<file path="config.mk">
export PLATFORM = sky130hd
export DESIGN_NAME = string_shuffle_rejection
export DESIGN_NICKNAME = d
export VERILOG_FILES = /design/src/hdl/ssr_pkg.sv /design/src/hdl/ssr_ctrl.sv /design/src/hdl/ssr_datapath.sv /design/src/hdl/string_shuffle_rejection.sv
export SDC_FILE = /design/constraint.sdc
export NUM_CORES = 2
export LEC_CHECK = 0
export BUFFER_PORTS_ARGS = -buffer_cell sky130_fd_sc_hd__buf_2
export CAP_MARGIN = 10
export CELL_PAD_IN_SITES_DETAIL_PLACEMENT = 0
export CELL_PAD_IN_SITES_GLOBAL_PLACEMENT = 1
export CORE_MARGIN = 3
export CORE_UTILIZATION = 41
export DETAILED_ROUTE_END_ITERATION = 8
export PLACE_DENSITY_LB_ADDON = 0.1
export SYNTH_ARGS = -nofsm -noshare
export SYNTH_HDL_FRONTEND = slang
export SYNTH_SLANG_ARGS = --single-unit
</file>
<file path="constraint.sdc">
create_clock -name clk_i -period 5.1 [get_ports clk_i]
set_input_delay 0.255 -clock clk_i [delete_from_list [all_inputs] [get_ports clk_i]]
set_output_delay 0.255 -clock clk_i [all_outputs]
set_load 0.01 [all_outputs]
</file>
<file path="src/hdl/ssr_pkg.sv">
// Shared types and constants of the string shuffle block.
// No dependencies.
package ssr_pkg;

  localparam int unsigned CHAR_W    = 8;
  localparam int unsigned POS_W     = 8;
  localparam int unsigned RND_W     = 16;
  localparam int unsigned DIV_CNT_W = 4;

  localparam logic FUNC_LOAD = 1'b0;
  localparam logic FUNC_DRAW = 1'b1;

  typedef enum logic [2:0] {
    ST_IDLE,
    ST_DIV,
    ST_READ,
    ST_CHECK,
    ST_CLEAR
  } state_e;

  typedef struct packed {
    logic load;
    logic div_start;
    logic div_step;
    logic mem_read;
    logic place;
    logic clr_all;
    logic clr_len;
    logic clr_step;
  } cmd_t;

  typedef struct packed {
    logic ready;
    logic div_last;
    logic used;
    logic run_done;
    logic clr_last;
  } sts_t;

endpackage

</file>
<file path="src/hdl/ssr_ctrl.sv">
// Controller state machine of the string shuffle block.
// Depends on ssr_pkg; drives the datapath through cmd_t, reads sts_t.
module ssr_ctrl (
  input  logic          clk_i,
  input  logic          rst_ni,
  input  logic          start_i,
  input  logic          func_i,
  input  logic          load_last_i,
  input  ssr_pkg::sts_t sts_i,
  output ssr_pkg::cmd_t cmd_o,
  output logic          busy_o
);

  ssr_pkg::state_e state_q, state_d;

  always_ff @(posedge clk_i or negedge rst_ni) begin
    if (!rst_ni) begin
      state_q <= ssr_pkg::ST_CLEAR;
    end else begin
      state_q <= state_d;
    end
  end

  always_comb begin
    state_d = state_q;
    cmd_o   = '0;
    case (state_q)
      ssr_pkg::ST_IDLE: begin
        if (start_i) begin
          if (func_i == ssr_pkg::FUNC_LOAD) begin
            cmd_o.load = 1'b1;
            if (load_last_i) begin
              cmd_o.clr_all = 1'b1;
              state_d       = ssr_pkg::ST_CLEAR;
            end
          end else if (sts_i.ready) begin
            cmd_o.div_start = 1'b1;
            state_d         = ssr_pkg::ST_DIV;
          end
        end
      end
      ssr_pkg::ST_DIV: begin
        cmd_o.div_step = 1'b1;
        if (sts_i.div_last) begin
          state_d = ssr_pkg::ST_READ;
        end
      end
      ssr_pkg::ST_READ: begin
        cmd_o.mem_read = 1'b1;
        state_d        = ssr_pkg::ST_CHECK;
      end
      ssr_pkg::ST_CHECK: begin
        state_d = ssr_pkg::ST_IDLE;
        if (!sts_i.used) begin
          cmd_o.place = 1'b1;
          if (sts_i.run_done) begin
            cmd_o.clr_len = 1'b1;
            state_d       = ssr_pkg::ST_CLEAR;
          end
        end
      end
      ssr_pkg::ST_CLEAR: begin
        cmd_o.clr_step = 1'b1;
        if (sts_i.clr_last) begin
          state_d = ssr_pkg::ST_IDLE;
        end
      end
      default: begin
        state_d = ssr_pkg::ST_IDLE;
      end
    endcase
  end

  assign busy_o = (state_q != ssr_pkg::ST_IDLE);

endmodule

</file>
<file path="src/hdl/ssr_datapath.sv">
// Datapath of the string shuffle block: character store, used-mark store,
// serial modulo unit, counters and result registers. Depends on ssr_pkg.
module ssr_datapath #(
  parameter int unsigned MAX_LEN = 256
) (
  input  logic                       clk_i,
  input  logic                       rst_ni,
  input  ssr_pkg::cmd_t              cmd_i,
  input  logic [ssr_pkg::CHAR_W-1:0] char_byte_i,
  input  logic                       load_last_i,
  input  logic [ssr_pkg::RND_W-1:0]  random_value_i,
  output ssr_pkg::sts_t              sts_o,
  output logic                       out_valid_o,
  output logic [ssr_pkg::CHAR_W-1:0] out_char_o,
  output logic [ssr_pkg::POS_W-1:0]  out_position_o,
  output logic                       run_last_o
);

  localparam int unsigned LEN_W = $clog2(MAX_LEN + 1);
  localparam int unsigned IDX_W = $clog2(MAX_LEN);
  localparam logic [LEN_W-1:0] MAX_LEN_L = LEN_W'(MAX_LEN);

  logic [ssr_pkg::CHAR_W-1:0] char_mem [MAX_LEN];
  logic                       used_mem [MAX_LEN];

  logic [LEN_W-1:0] len_q, len_d;
  logic [LEN_W-1:0] placed_q, placed_d;
  logic [LEN_W-1:0] load_cnt_q, load_cnt_d;
  logic             ready_q, ready_d;

  logic [LEN_W-1:0]             rem_q, rem_d;
  logic [ssr_pkg::RND_W-1:0]    dvd_q, dvd_d;
  logic [ssr_pkg::DIV_CNT_W-1:0] div_cnt_q, div_cnt_d;
  logic [LEN_W:0]               trial;

  logic [LEN_W-1:0] clr_cnt_q, clr_cnt_d;
  logic [LEN_W-1:0] clr_lim_q, clr_lim_d;

  logic [ssr_pkg::CHAR_W-1:0] char_rd_q;
  logic                       used_rd_q;

  logic                       out_valid_q;
  logic [ssr_pkg::CHAR_W-1:0] out_char_q;
  logic [ssr_pkg::POS_W-1:0]  out_pos_q;
  logic                       run_last_q;

  logic                       load_wr;
  logic                       run_done;
  logic [LEN_W+ssr_pkg::POS_W-1:0] placed_ext;

  assign load_wr    = cmd_i.load && (load_cnt_q < MAX_LEN_L);
  assign trial      = {rem_q, dvd_q[ssr_pkg::RND_W-1]};
  assign run_done   = (({1'b0, placed_q} + (LEN_W+1)'(1)) >= {1'b0, len_q});
  assign placed_ext = {{ssr_pkg::POS_W{1'b0}}, placed_q};

  always_comb begin
    len_d      = len_q;
    placed_d   = placed_q;
    load_cnt_d = load_cnt_q;
    ready_d    = ready_q;
    if (cmd_i.load) begin
      if (load_cnt_q == '0) begin
        ready_d  = 1'b0;
        placed_d = '0;
      end
      if (load_wr) begin
        load_cnt_d = load_cnt_q + LEN_W'(1);
      end
      if (load_last_i) begin
        len_d      = load_cnt_d;
        ready_d    = 1'b1;
        load_cnt_d = '0;
        placed_d   = '0;
      end
    end
    if (cmd_i.place) begin
      placed_d = run_done ? '0 : (placed_q + LEN_W'(1));
    end
  end

  always_comb begin
    rem_d     = rem_q;
    dvd_d     = dvd_q;
    div_cnt_d = div_cnt_q;
    if (cmd_i.div_start) begin
      rem_d     = '0;
      dvd_d     = random_value_i;
      div_cnt_d = '0;
    end else if (cmd_i.div_step) begin
      if (trial >= {1'b0, len_q}) begin
        rem_d = LEN_W'(trial - {1'b0, len_q});
      end else begin
        rem_d = trial[LEN_W-1:0];
      end
      dvd_d     = {dvd_q[ssr_pkg::RND_W-2:0], 1'b0};
      div_cnt_d = div_cnt_q + ssr_pkg::DIV_CNT_W'(1);
    end
  end

  always_comb begin
    clr_cnt_d = clr_cnt_q;
    clr_lim_d = clr_lim_q;
    if (cmd_i.clr_all) begin
      clr_cnt_d = '0;
      clr_lim_d = MAX_LEN_L;
    end else if (cmd_i.clr_len) begin
      clr_cnt_d = '0;
      clr_lim_d = len_q;
    end else if (cmd_i.clr_step) begin
      clr_cnt_d = clr_cnt_q + LEN_W'(1);
    end
  end

  always_ff @(posedge clk_i or negedge rst_ni) begin
    if (!rst_ni) begin
      len_q       <= '0;
      placed_q    <= '0;
      load_cnt_q  <= '0;
      ready_q     <= 1'b0;
      div_cnt_q   <= '0;
      clr_cnt_q   <= '0;
      clr_lim_q   <= MAX_LEN_L;
      out_valid_q <= 1'b0;
    end else begin
      len_q       <= len_d;
      placed_q    <= placed_d;
      load_cnt_q  <= load_cnt_d;
      ready_q     <= ready_d;
      div_cnt_q   <= div_cnt_d;
      clr_cnt_q   <= clr_cnt_d;
      clr_lim_q   <= clr_lim_d;
      out_valid_q <= cmd_i.place;
    end
  end

  always_ff @(posedge clk_i) begin
    rem_q <= rem_d;
    dvd_q <= dvd_d;
    if (cmd_i.place) begin
      out_char_q <= char_rd_q;
      out_pos_q  <= placed_ext[ssr_pkg::POS_W-1:0];
      run_last_q <= run_done;
    end
  end

  always_ff @(posedge clk_i) begin
    if (load_wr) begin
      char_mem[load_cnt_q[IDX_W-1:0]] <= char_byte_i;
    end
    if (cmd_i.mem_read) begin
      char_rd_q <= char_mem[rem_q[IDX_W-1:0]];
    end
  end

  always_ff @(posedge clk_i) begin
    if (cmd_i.place) begin
      used_mem[rem_q[IDX_W-1:0]] <= 1'b1;
    end else if (cmd_i.clr_step) begin
      used_mem[clr_cnt_q[IDX_W-1:0]] <= 1'b0;
    end
    if (cmd_i.mem_read) begin
      used_rd_q <= used_mem[rem_q[IDX_W-1:0]];
    end
  end

  assign sts_o.ready    = ready_q;
  assign sts_o.div_last = (div_cnt_q == ssr_pkg::DIV_CNT_W'(ssr_pkg::RND_W - 1));
  assign sts_o.used     = used_rd_q;
  assign sts_o.run_done = run_done;
  assign sts_o.clr_last = (clr_cnt_q == (clr_lim_q - LEN_W'(1)));

  assign out_valid_o    = out_valid_q;
  assign out_char_o     = out_char_q;
  assign out_position_o = out_pos_q;
  assign run_last_o     = run_last_q;

endmodule

</file>
<file path="src/hdl/string_shuffle_rejection.sv">
// Top level of the string shuffle block: rejection-sampling permutation.
// Depends on ssr_pkg, ssr_ctrl and ssr_datapath.
//
// Usage:
//   A request is taken at a rising edge with start_i high and busy_o low.
//   func_i low loads char_byte_i into the next string slot; load_last_i
//   ends the string. func_i high is a draw with random_value_i.
//   A non-final load leaves busy_o low.
//   A final load starts a sweep of all MAX_LEN entries of the used-mark memory.
//   A draw on a held string runs in order: capture, the serial modulo
//   by the length over the 16 random bits (one remainder bit a cycle),
//   the mark and character memory read, then the check and mark placing.
//   A placed character shows on out_char_o / out_position_o / run_last_o
//   for one cycle with out_valid_o, the cycle after the check.
//   A draw hitting a used position or made without a string gives nothing.
//   After the draw that completes the shuffle, the marks up to the string
//   length are swept before busy_o drops.
//   After reset all MAX_LEN marks are swept, with busy_o high.
//   The receiver cannot stall; results are never held.
module string_shuffle_rejection #(
  parameter int unsigned MAX_LEN = 256
) (
  input  logic                       clk_i,
  input  logic                       rst_ni,
  input  logic                       start_i,
  output logic                       busy_o,
  input  logic                       func_i,
  input  logic [ssr_pkg::CHAR_W-1:0] char_byte_i,
  input  logic                       load_last_i,
  input  logic [ssr_pkg::RND_W-1:0]  random_value_i,
  output logic                       out_valid_o,
  output logic [ssr_pkg::CHAR_W-1:0] out_char_o,
  output logic [ssr_pkg::POS_W-1:0]  out_position_o,
  output logic                       run_last_o
);

  ssr_pkg::cmd_t cmd;
  ssr_pkg::sts_t sts;

  ssr_ctrl u_ctrl (
    .clk_i       (clk_i),
    .rst_ni      (rst_ni),
    .start_i     (start_i),
    .func_i      (func_i),
    .load_last_i (load_last_i),
    .sts_i       (sts),
    .cmd_o       (cmd),
    .busy_o      (busy_o)
  );

  ssr_datapath #(
    .MAX_LEN (MAX_LEN)
  ) u_datapath (
    .clk_i          (clk_i),
    .rst_ni         (rst_ni),
    .cmd_i          (cmd),
    .char_byte_i    (char_byte_i),
    .load_last_i    (load_last_i),
    .random_value_i (random_value_i),
    .sts_o          (sts),
    .out_valid_o    (out_valid_o),
    .out_char_o     (out_char_o),
    .out_position_o (out_position_o),
    .run_last_o     (run_last_o)
  );

endmodule

</file>
==> results.ini <==
[outcome]
status = completed

[clock_network]
cts_made_buffers = 278
clk_latency_ns = 0.91
clkSinkCount = 2409
htree_levels = 5
ctsRootBufferMaster = clkbuf_16
cts.repair.resized = 0
cts_tree = done
clk_pin_slew_worst_paths_ns = 0.06
clockBufferDepth = 4

[sta]
skew_ns = 0.0414
setup_tns_ns = 0
layout_min_cycle_time_ns = 3.97
fin_ws_ns = 1.13
worst_pin_slew_ns = 1.28
maxSlewViolCount = 0
slew_headroom_pct = 14.5
hold_slack_ns = 0.0578
finalCritPeriodShare_pct = 77.9
rsz0062_at_grt = no
setup_viol = 0
hold_violations = 0
clock.fmax_ghz = 0.252

[routing]
routed_via_density = 5.75
dr_total_vias = 47153
first_pass_iters = 7
wl_per_cell_um = 31.8
wirelength_um = 261000
drtIter0Drc = 4546
drc = 0
detail-route-antenna-nets = 0

[finish]
final_common_cell = edfxtp_1
layout_common_cells = edfxtp_1 (2346), mux4_2 (601), nor2_1 (560)
drive_gt1_share_pct = 24.2
synthToLayoutAreaGrowth_pct = 13.5
fin_nets = 5051
final_util_pct = 47.0
fill_cells = 19204
stdcell_count = 8206

[die]
pin_count = 48
die-area_mm2 = 0.239
core-area_mm2 = 0.231
start_util_pct = 41.4
row_count = 176
die_x_um = 489
die_h_um = 489

[power_and_ir_drop]
clkPwrFrac_pct = 33.0
pwr-share-comb_pct = 26.3
switchingPower_w = 0.0169
leakage_nw = 33.2
seqPwrFrac_pct = 40.7
power_density_mw_per_mm2 = 517
vdd_drop_max_v = 0.000409
swShare_pct = 30.2
p_int_w = 0.0391

[setup_path]
worstSetupPathType = flop to flop
cp.arrival_ns = 4.50
critPathMaxFanout = 15
required_ns = 5.63
cp-start-kind = flop
cp-end-kind = flop

[place]
gp_congestion = 0.816
io_buffer_count = 47
pre_cts_ws_ns = 1.04
dp_hpwl_um = 160000
place_inst = 7712

[global_route]
grt_max_degree = 133
antenna_found_initial = 13
grt.total_usage_pct = 22.0
grt_overflow_total = 0
grt_pass1_vias = 48451
grt_pass1_wl_um = 372000

[synth]
synth_flop_cell = edfxtp_1
synth_edf_count = 2346
syn-num-nets = 4820
synth_cell_types = 72
syn-cell-area_mm2 = 0.0956
yosys_warnings = 0
synth.avg_cell_area_um2 = 20.1
synth_seq_cells = 2409
ys_seq_area_share_pct = 75.3
async_reset_ff_share_pct = 2.24
postSynthCellCount = 4764

[min_path]
min_path_type = primary input to asynchronous set/reset pin

[job]
cap_violations = 0

## through the flow
| stage | total power (W) | cell area [um2] |
|---|---|---|
| final | 0.0560 | 108000 |
| after detailed placement | 0.0382 | 99900 |
| after global routing | 0.0582 | 108000 |
| after CTS | 0.0568 | 108000 |
| after floorplan | 0.0324 | 95600 |
| after global placement | 0.0382 | 99900 |
## state kept, by name, summed over array words and instances (netlist names)
| signal | cells |
|---|---|
| u_ctrl.state_q | 3 |
| u_datapath.used_mem | 256 |
| u_datapath.rem_q | 9 |
| u_datapath.div_cnt_q | 4 |
| u_datapath.char_mem | 2048 |
| u_datapath.clr_lim_q | 9 |
| u_datapath.load_cnt_q | 9 |
| u_datapath.char_rd_q | 8 |
| u_datapath.ready_q | 1 |
| u_datapath.used_rd_q | 1 |
| u_datapath.placed_q | 9 |
| u_datapath.out_valid_o | 1 |
| u_datapath.len_q | 9 |
| u_datapath.run_last_o | 1 |
| u_datapath.out_char_o | 8 |
| u_datapath.out_position_o | 8 |
| u_datapath.clr_cnt_q | 9 |
| u_datapath.dvd_q | 16 |
## cell families after synthesis
group,share of synthesized area [%]
buffers and inverters,1.62
XOR/XNOR,0.302
AND/OR/NAND/NOR,3.83
flip-flops,75.3
multiplexers,16.0
adder cells (fa/ha/maj),0.361
AO/OA/AOI/OAI,2.55
## layout make-up
type / count / area [um2] / share of cell area, %
Timing Repair Buffer: 240 / 2160 / 1.99
Multi-Input combinational cell: 2042 / 22100 / 20.4
Sequential cell: 2409 / 72000 / 66.4
Clock buffer: 340 / 7360 / 6.78
Tap cell: 3026 / 3790 / 3.49
Inverter: 24 / 95.1 / 0.0877
Clock inverter: 119 / 912 / 0.841
Antenna cell: 6 / 15.0 / 0.0138
## power groups by stage
stage,combinational [W],sequential [W],clock (W)
global route,0.0156,0.0228,0.0197
global placement,0.0150,0.0232,0
finish,0.0147,0.0228,0.0185
floorplan,0.00956,0.0229,0
detailed placement,0.0149,0.0232,0
CTS,0.0150,0.0228,0.0190
## per-layer routing
layer	part of all wire, %	up-vias	track usage [%]	wire length (um)
li1	-	19992	-	-
met3	5.6	359	4.00	14700
met1	44	25435	31.2	114000
met5	0	-	0	0
met2	49	1367	35.4	127000
met4	2.2	0	5.34	5760
## critical path: stages (launching register included)
cell and delay (ns):
dfrtp_1 0.47, nor3_2 0.34, inv_2 0.14, nor4b_4 0.49
and3b_1 0.64, nand2_1 0.71, nor2_1 0.79
## timing repair
action | 4_1_cts | 5_1_grt
endpoints found under the setup margin | 0 | 0
endpoints found under the hold margin | 712 | 0
buffers inserted | 0 | 0
hold buffers | 29 | 0
## path summary, 6_finish.rpt
kind,startpoint,end,slack (ns),cells past startpoint
max,u_ctrl.state_q[1],u_datapath.char_mem[105][0],1.13,6
min,rst_ni,u_datapath.out_valid_o,0.06,3
max reg2reg,u_ctrl.state_q[1],u_datapath.char_mem[105][0],1.13,6
min reg2reg,u_datapath.rem_q[8],u_datapath.rem_q[8],0.49,1
max in group asynchronous,rst_ni,u_datapath.load_cnt_q[8],4.48,3
min in group clk_i,random_value_i[11],u_datapath.dvd_q[11],0.17,3
## Yosys cell counts (all sizes together), types with 13 or more instances
cell type / n / share of area [%]
ha: 26 / 0.34
buf: 150 / 0.98
nand2: 154 / 0.60
mux4: 601 / 14
mux2i: 129 / 1.4
a211oi: 23 / 0.18
inv: 24 / 0.094
o221ai: 37 / 0.34
dfrtp: 52 / 1.4
o21ai: 33 / 0.17
clkbuf: 139 / 0.55
nand2b: 27 / 0.18
a21oi: 53 / 0.28
o22ai: 54 / 0.35
o211ai: 35 / 0.27
edfxtp: 2346 / 74
a22oi: 21 / 0.16
nand3: 32 / 0.17
nor3: 17 / 0.10
mux2: 41 / 0.48
nor2: 562 / 2.2
a221oi: 25 / 0.23
xor2: 13 / 0.12
nor2b: 16 / 0.10
xnor2: 20 / 0.18
Note: power is estimated with default switching activity, not from simulation.
